## config.mk

```make
export PLATFORM = sky130hd
export DESIGN_NAME = hons_div_step
export DESIGN_NICKNAME = d
export VERILOG_FILES = /design/src/design/hons_pkg.sv /design/src/design/hons_div_step.sv
export SDC_FILE = /design/constraint.sdc
export NUM_CORES = 1
export LEC_CHECK = 0
export ABC_AREA = 1
export BUFFER_PORTS_ARGS = -buffer_cell sky130_fd_sc_hd__buf_2
export CAP_MARGIN = 20
export CORE_ASPECT_RATIO = 1.2
export CORE_UTILIZATION = 50
export DETAILED_ROUTE_END_ITERATION = 8
export PLACE_DENSITY = 0.85
export SKIP_CTS_REPAIR_TIMING = 1
export SLEW_MARGIN = 5
export SYNTH_ARGS = -nofsm -noshare
export SYNTH_HDL_FRONTEND = slang
export SYNTH_SLANG_ARGS = --single-unit
export TNS_END_PERCENT = 50
```

## constraint.sdc

```tcl
create_clock -name clock -period 14.3 [get_ports clock]
set_input_delay 1.43 -clock clock [delete_from_list [all_inputs] [get_ports clock]]
set_output_delay 1.43 -clock clock [all_outputs]
set_load 0.02 [all_outputs]
```

## src/design/hons_pkg.sv

```systemverilog
// Shared constants, types and helpers for the hashed owner node select block.
`timescale 1ns / 1ps
`default_nettype none
package hons_pkg;

   localparam int unsigned MAX_NODES_DEF = 256;

   localparam int unsigned CNT_W  = 9;
   localparam int unsigned IDX_W  = 8;
   localparam int unsigned KEY_W  = 64;
   localparam int unsigned DESC_W = 32;
   localparam int unsigned ADDR_W = 4;
   localparam int unsigned DATA_W = 32;

   localparam logic [KEY_W-1:0] MIX_MUL_A = 64'hbf58476d1ce4e5b9;
   localparam logic [KEY_W-1:0] MIX_MUL_B = 64'h94d049bb133111eb;
   localparam int unsigned MIX_SHIFT_A = 30;
   localparam int unsigned MIX_SHIFT_B = 27;
   localparam int unsigned MIX_SHIFT_C = 31;
   localparam int unsigned MIX_STAGES  = 5;

   localparam int unsigned DIGIT_BITS = 8;
   localparam int unsigned DIV_STAGES = KEY_W / DIGIT_BITS;

   localparam logic [1:0] REG_NODE_COUNT = 2'd0;
   localparam logic [1:0] REG_RINGS_EN   = 2'd1;
   localparam logic [1:0] REG_MULTI_EN   = 2'd2;

   localparam logic [CNT_W-1:0] NODE_COUNT_RST = 9'd1;

   typedef struct packed {
      logic             take_fb;
      logic [IDX_W-1:0] fb;
   } side_type;

   // Fold the upper bits down: v xor (v shifted right by sh)
   function automatic logic [KEY_W-1:0] xorshift(input logic [KEY_W-1:0] v,
                                                 input int unsigned sh);
      xorshift = v ^ (v >> sh);
   endfunction

endpackage
`default_nettype wire

```

## src/design/hons_div_step.sv

```systemverilog
// One stage of the pipelined remainder: eight restoring steps on one dividend byte.
`timescale 1ns / 1ps
`default_nettype none
module hons_div_step (
   input  wire logic                       clock,
   input  wire logic                       en,
   input  wire logic [hons_pkg::KEY_W-1:0] dvd_in,
   input  wire logic [hons_pkg::CNT_W-1:0] rem_in,
   input  wire logic [hons_pkg::CNT_W-1:0] count,
   output logic      [hons_pkg::KEY_W-1:0] dvd_out,
   output logic      [hons_pkg::CNT_W-1:0] rem_out
);
   import hons_pkg::*;

   logic [KEY_W-1:0] dvd_ff;
   logic [CNT_W-1:0] rem_ff, rem_in_c;

   always_comb begin
      logic [CNT_W:0]   t;
      logic [CNT_W-1:0] r;
      r = rem_in;
      t = '0;
      for (int i = 0; i < DIGIT_BITS; i++) begin
         t = {r, dvd_in[KEY_W-1-i]};
         if (t >= {1'b0, count}) begin
            t = t - {1'b0, count};
         end
         r = t[CNT_W-1:0];
      end
      rem_in_c = r;
   end

   always_ff @(posedge clock) begin
      if (en) begin
         dvd_ff <= dvd_in << DIGIT_BITS;
         rem_ff <= rem_in_c;
      end
   end

   assign dvd_out = dvd_ff;
   assign rem_out = rem_ff;
endmodule
`default_nettype wire

```

-- Word-level counts from Yosys, hierarchy flattened
Index checks and enable logic that the tools add are counted.
- memory bits (writable): 0
- bits in registers: 65
- bits of input ports: 84
- output and inout bits: 73
- bits in read-only memories: 0
- latch bits: 0
- logic and storage cells: 26
- memories kept: 0
- magnitude comparators: 8
- reduce and logical (&&, ||, !) cells: 0
- shifts and indexed selects: 0
- divide/modulo/power cells: 0
- eq/ne operators: 0
- mux-type cells: 8
- bitwise gates (word level): 0
- multiply operators: 0
- $add $sub $neg: 8
- operators with widths (cell ; number):
    $ge A10 B9 Y1 ; 8
    $mux W9 ; 8
    $sub A9 B9 Y9 ; 8

-- Logic depth before layout (Yosys ltp)
- word-level depth: 16
- gate-level depth with buffers: 94
- mapped depth without buffers: 91

-- Worst setup path before layout
Ideal clock, no wire load.
- path type: input-to-reg
- start point: input count[1] (netlist name)
- end point: register rem_ff[1] (netlist: rem_out[1]) (data pin)
- data arrival time: 13576 ps
- buffers on the path: 5
- setup slack: 594 ps
- stages on the path: 86
- setup time: 130 ps
- required time: 14170 ps
- cells stage by stage: inv_1 -> ha_1 -> nand2_1 -> nor2_1 -> nand3_1 -> nand2_2 -> nor2_4 -> nand2_2 -> o21ai_0 -> inv_1 -> fa_1 -> inv_1 -> nand3_1 -> nand2_1 -> nand2_1 -> nand2_2 -> a21oi_4 -> nand2_2 -> [50 not listed] -> nand2_1 -> o211ai_1 -> nand2_1 -> o211ai_1 -> inv_1 -> nand3_4 -> nand2_1 -> nand2_1 -> ha_1 -> a21oi_1 -> nand2_1 -> nand2_1 -> o211ai_1 -> a221oi_1 -> inv_1 -> nor2_8 -> nand3_1 -> nand2_1
- word-level cells in the longest chain between the ends: 16
- elaborated cells on any way between the ends: 24
- those cells by class: 8 x add/sub; 8 x order compare; 8 x mux
- ends and longest elaborated chain (element ; RTL line ; source):
    start, declared ; hons_div_step.sv:9 ; input wire logic [hons_pkg::CNT_W-1:0] count,
    $sub A9 B9 Y9 / $ge A10 B9 Y1 (equally long branches) ; hons_div_step.sv:26, hons_div_step.sv:25 ;
    $mux W9 ; hons_div_step.sv:25 ; if (t >= {1'b0, count}) begin
    $sub A9 B9 Y9 / $ge A10 B9 Y1 (equally long branches) ; hons_div_step.sv:26, hons_div_step.sv:25 ;
    $mux W9 ; hons_div_step.sv:25 ;
    $sub A9 B9 Y9 / $ge A10 B9 Y1 (equally long branches) ; hons_div_step.sv:26, hons_div_step.sv:25 ;
    $mux W9 ; hons_div_step.sv:25 ;
    $sub A9 B9 Y9 / $ge A10 B9 Y1 (equally long branches) ; hons_div_step.sv:26, hons_div_step.sv:25 ;
    $mux W9 ; hons_div_step.sv:25 ;
    $sub A9 B9 Y9 / $ge A10 B9 Y1 (equally long branches) ; hons_div_step.sv:26, hons_div_step.sv:25 ;
    $mux W9 ; hons_div_step.sv:25 ;
    $sub A9 B9 Y9 / $ge A10 B9 Y1 (equally long branches) ; hons_div_step.sv:26, hons_div_step.sv:25 ;
    $mux W9 ; hons_div_step.sv:25 ;
    $ge A10 B9 Y1 / $sub A9 B9 Y9 (equally long branches) ; hons_div_step.sv:25, hons_div_step.sv:26 ;
    $mux W9 ; hons_div_step.sv:25 ;
    $sub A9 B9 Y9 / $ge A10 B9 Y1 (equally long branches) ; hons_div_step.sv:26, hons_div_step.sv:25 ;
    $mux W9 (*) ; hons_div_step.sv:25 ;
    net rem_in_c[1] ; hons_div_step.sv:16 ; logic [CNT_W-1:0] rem_ff, rem_in_c;
    end signal, assigned ; hons_div_step.sv:36 ; rem_ff <= rem_in_c;
    end, declared ; hons_div_step.sv:16 ;
The timed path passes the listed nets; every way through them passes the cells marked *.
A chain may end at the register's enable or synchronous reset.

-- Worst setup path after layout
- start point: input dvd_in[63] (netlist name)
- end point: register rem_ff[8] (netlist: rem_out[8]) (data pin)
- word-level cells in the longest chain between the ends: 16
- elaborated cells on any way between the ends: 24
- those cells by class: 8 x add/sub; 8 x order compare; 8 x mux
- ends and longest elaborated chain (element ; RTL line ; source):
    start, declared ; hons_div_step.sv:7 ; input wire logic [hons_pkg::KEY_W-1:0] dvd_in,
    $sub A9 B9 Y9 / $ge A10 B9 Y1 (equally long branches) ; hons_div_step.sv:26, hons_div_step.sv:25 ;
    $mux W9 (*) ; hons_div_step.sv:25 ;
    $sub A9 B9 Y9 / $ge A10 B9 Y1 (equally long branches) ; hons_div_step.sv:26, hons_div_step.sv:25 ;
    $mux W9 (*) ; hons_div_step.sv:25 ;
    $sub A9 B9 Y9 / $ge A10 B9 Y1 (equally long branches) ; hons_div_step.sv:26, hons_div_step.sv:25 ;
    $mux W9 (*) ; hons_div_step.sv:25 ;
    $sub A9 B9 Y9 / $ge A10 B9 Y1 (equally long branches) ; hons_div_step.sv:26, hons_div_step.sv:25 ;
    $mux W9 (*) ; hons_div_step.sv:25 ;
    $sub A9 B9 Y9 / $ge A10 B9 Y1 (equally long branches) ; hons_div_step.sv:26, hons_div_step.sv:25 ;
    $mux W9 (*) ; hons_div_step.sv:25 ;
    $sub A9 B9 Y9 / $ge A10 B9 Y1 (equally long branches) ; hons_div_step.sv:26, hons_div_step.sv:25 ;
    $mux W9 (*) ; hons_div_step.sv:25 ;
    $sub A9 B9 Y9 / $ge A10 B9 Y1 (equally long branches) ; hons_div_step.sv:26, hons_div_step.sv:25 ;
    $mux W9 (*) ; hons_div_step.sv:25 ;
    $sub A9 B9 Y9 / $ge A10 B9 Y1 (equally long branches) ; hons_div_step.sv:26, hons_div_step.sv:25 ;
    $mux W9 (*) ; hons_div_step.sv:25 ;
    net rem_in_c[8] ; hons_div_step.sv:16 ;
Marked as above.

==> impl_metrics.env <==
export IMPL_drive_gt1_share_pct=33.1
export IMPL_antenna_found_initial=0
export IMPL_syn_area_um2=6440
export IMPL_avgSynthCellArea_um2=8.29
export IMPL_min_period_ns=13.61
export IMPL_fin_crit_sh_pct=95.2
export IMPL_vias=6173
export IMPL_setup_viol=0
export IMPL_numCtsBuffers=9
export IMPL_ios=157
export IMPL_synth_edf_count=65
export IMPL_gr_total_overflow=0
export IMPL_ctsHtreeMaxLevel=3
export IMPL_synth_cells=777
export IMPL_dpl_hpwl_mm=14.0
export IMPL_path_max_fanout=9
export IMPL_die_y_um=126
export IMPL_grt_use_total_pct=26.2
export IMPL_crit_type="input pin to flip-flop"
export IMPL_row_count=45
export IMPL_start_util_pct=51.1
export IMPL_finalWirelength_mm=18.6
export IMPL_core_area_um2=12600
export IMPL_fin_setup_tns_ns=0
export IMPL_arrival_ns=13.68
export IMPL_grt_max_degree=66
export IMPL_drt_iter0_markers=413
export IMPL_yosys_area_top_type="edfxtp_1"
export IMPL_ys_top_cells_by_area="edfxtp_1 (30%), ha_1 (14%), nand2_1 (12%), inv_1 (5.8%), nand3_1 (5.1%)"
export IMPL_grt_pass1_wl_mm=27.4
export IMPL_tightestPinTransition_ns=0.789
export IMPL_grt_pass1_vias=5634
export IMPL_cap_viol_max_count=0
export IMPL_fmax_mhz=73.5
export IMPL_cp_slowest_cell="fa_2"
export IMPL_pre_cts_ws_ns=-0.375
export IMPL_clkSlewWorstSetupHoldPaths_ns=0.05
export IMPL_drv_slew=0
export IMPL_wl_per_cell_um=16.4
export IMPL_synthTopCellsByCount="nand2_1 (203), inv_1 (99), ha_1 (72)"
export IMPL_synth_top_area_share_pct=30.3
export IMPL_status="complete, no violations"
export IMPL_placedCellCount=1103
export IMPL_stdcell_count=1137
export IMPL_remaining_drc_errors=0
export IMPL_hold_violations=0
export IMPL_synth_seq_area_share_pct=30.3
export IMPL_io_buffers=148
export IMPL_cp_end_kind="flip-flop"
export IMPL_firstDrtPassIters=5
export IMPL_cp_num_buf_inv=14
export IMPL_required_ns=14.37
export IMPL_slew_headroom_pct=47.4
export IMPL_die_width_um=106
export IMPL_holdCritPathClass="input pin to flip-flop"
export IMPL_fin_util_pct=65.9
export IMPL_postRouteAntennaNets=0
export IMPL_tritoncts="built"
export IMPL_setup_ws_ns=0.692
export IMPL_cpMostUsedCell="nand2_1"
export IMPL_cts_root_buffer="clkbuf_16"
export IMPL_max_stage_delay_ns=0.37
export IMPL_yosysWarningCount=0
export IMPL_area_delta_synth_final_pct=29.1
export IMPL_critPathTopFamily="simple AND/OR/NAND/NOR gates"
export IMPL_place_gp_congestion=0.962
export IMPL_viasPerCell=5.43
export IMPL_synthDistinctLibCells=39
export IMPL_start_kind="input pin"
export IMPL_ys_ff_latch=65
export IMPL_cts_buffer_depth=2
export IMPL_async_reset_ff_share_pct=0
export IMPL_nets=1134
export IMPL_synth_flop_cell="edfxtp_1"
export IMPL_synth_most_common_cell="nand2_1"
export IMPL_die_area_um2=13300
export IMPL_diodes=0
export IMPL_cts_sinks=65
-- through the flow --
step	instance area, um2	hold slack [ns]
after floorplan	6460	1.53
after global placement	7440	1.61
after detailed placement	7440	1.61
after CTS	7740	1.27
after global routing	8310	1.27
final	8310	1.28
-- layout make-up --
| type | instances | area, um2 |
|---|---|---|
| flip-flops and latches | 65 | 1950 |
| fillers | 1015 | 4300 |
| inverters | 101 | 379 |
| repair buffers | 190 | 1070 |
| multi-input cells | 603 | 4400 |
| clock inverters | 4 | 70.1 |
| well taps | 164 | 205 |
| clock buffers | 10 | 229 |
-- sequential cells by signal, indices dropped and copies added (netlist names) --
register,count
rem_out,9
dvd_out,56
-- kinds of logic after synthesis --
family / count (synthesis) / synth area share [%]
AND/OR/NAND/NOR: 364 / 28.7
buffers and inverters: 116 / 8.04
AO/OA/AOI/OAI: 99 / 9.33
adder cells (fa/ha/maj): 80 / 16.5
flip-flops: 65 / 30.3
XOR/XNOR: 52 / 7.07
other: 1 / 0.0582
-- final timing paths --
path	end	slack, ns	start	cells after the start
max	rem_out[8]	0.69	dvd_in[63]	87
min	dvd_out[9]	1.28	dvd_in[1]	1
-- routing by layer --
metal | part of all wire (%) | vias to the layer above | track usage (%)
li1 | - | 2982 | -
met1 | 38 | 2801 | 31.1
met4 | 4.8 | 0 | 12.3
met3 | 7.9 | 75 | 4.21
met5 | 0 | - | 0
met2 | 49 | 315 | 46.4
-- placed cells by master, fill, tap and decap left out, types with 6 or more instances in the layout --
cell,Yosys,layout
edfxtp_1,65,65
a21oi_2,2,9
nand2_2,19,24
o211ai_1,8,8
nor2_1,26,24
buf_2,0,148
xor2_1,29,29
o21bai_1,7,7
nand4_1,11,11
o21ai_2,3,9
inv_1,99,97
nand3_4,8,8
nor2_4,7,7
conb_1,1,8
ha_4,0,22
nand2_4,5,6
nand3_2,7,7
clkbuf_16,0,9
buf_4,9,40
xnor2_1,23,23
ha_1,72,46
nand2_1,203,197
nand3_1,66,66
a21oi_1,45,37
o21ai_0,16,11
Power is not shown: default switching activity piles up to over one toggle a cycle in this logic, so the estimate is an artifact.
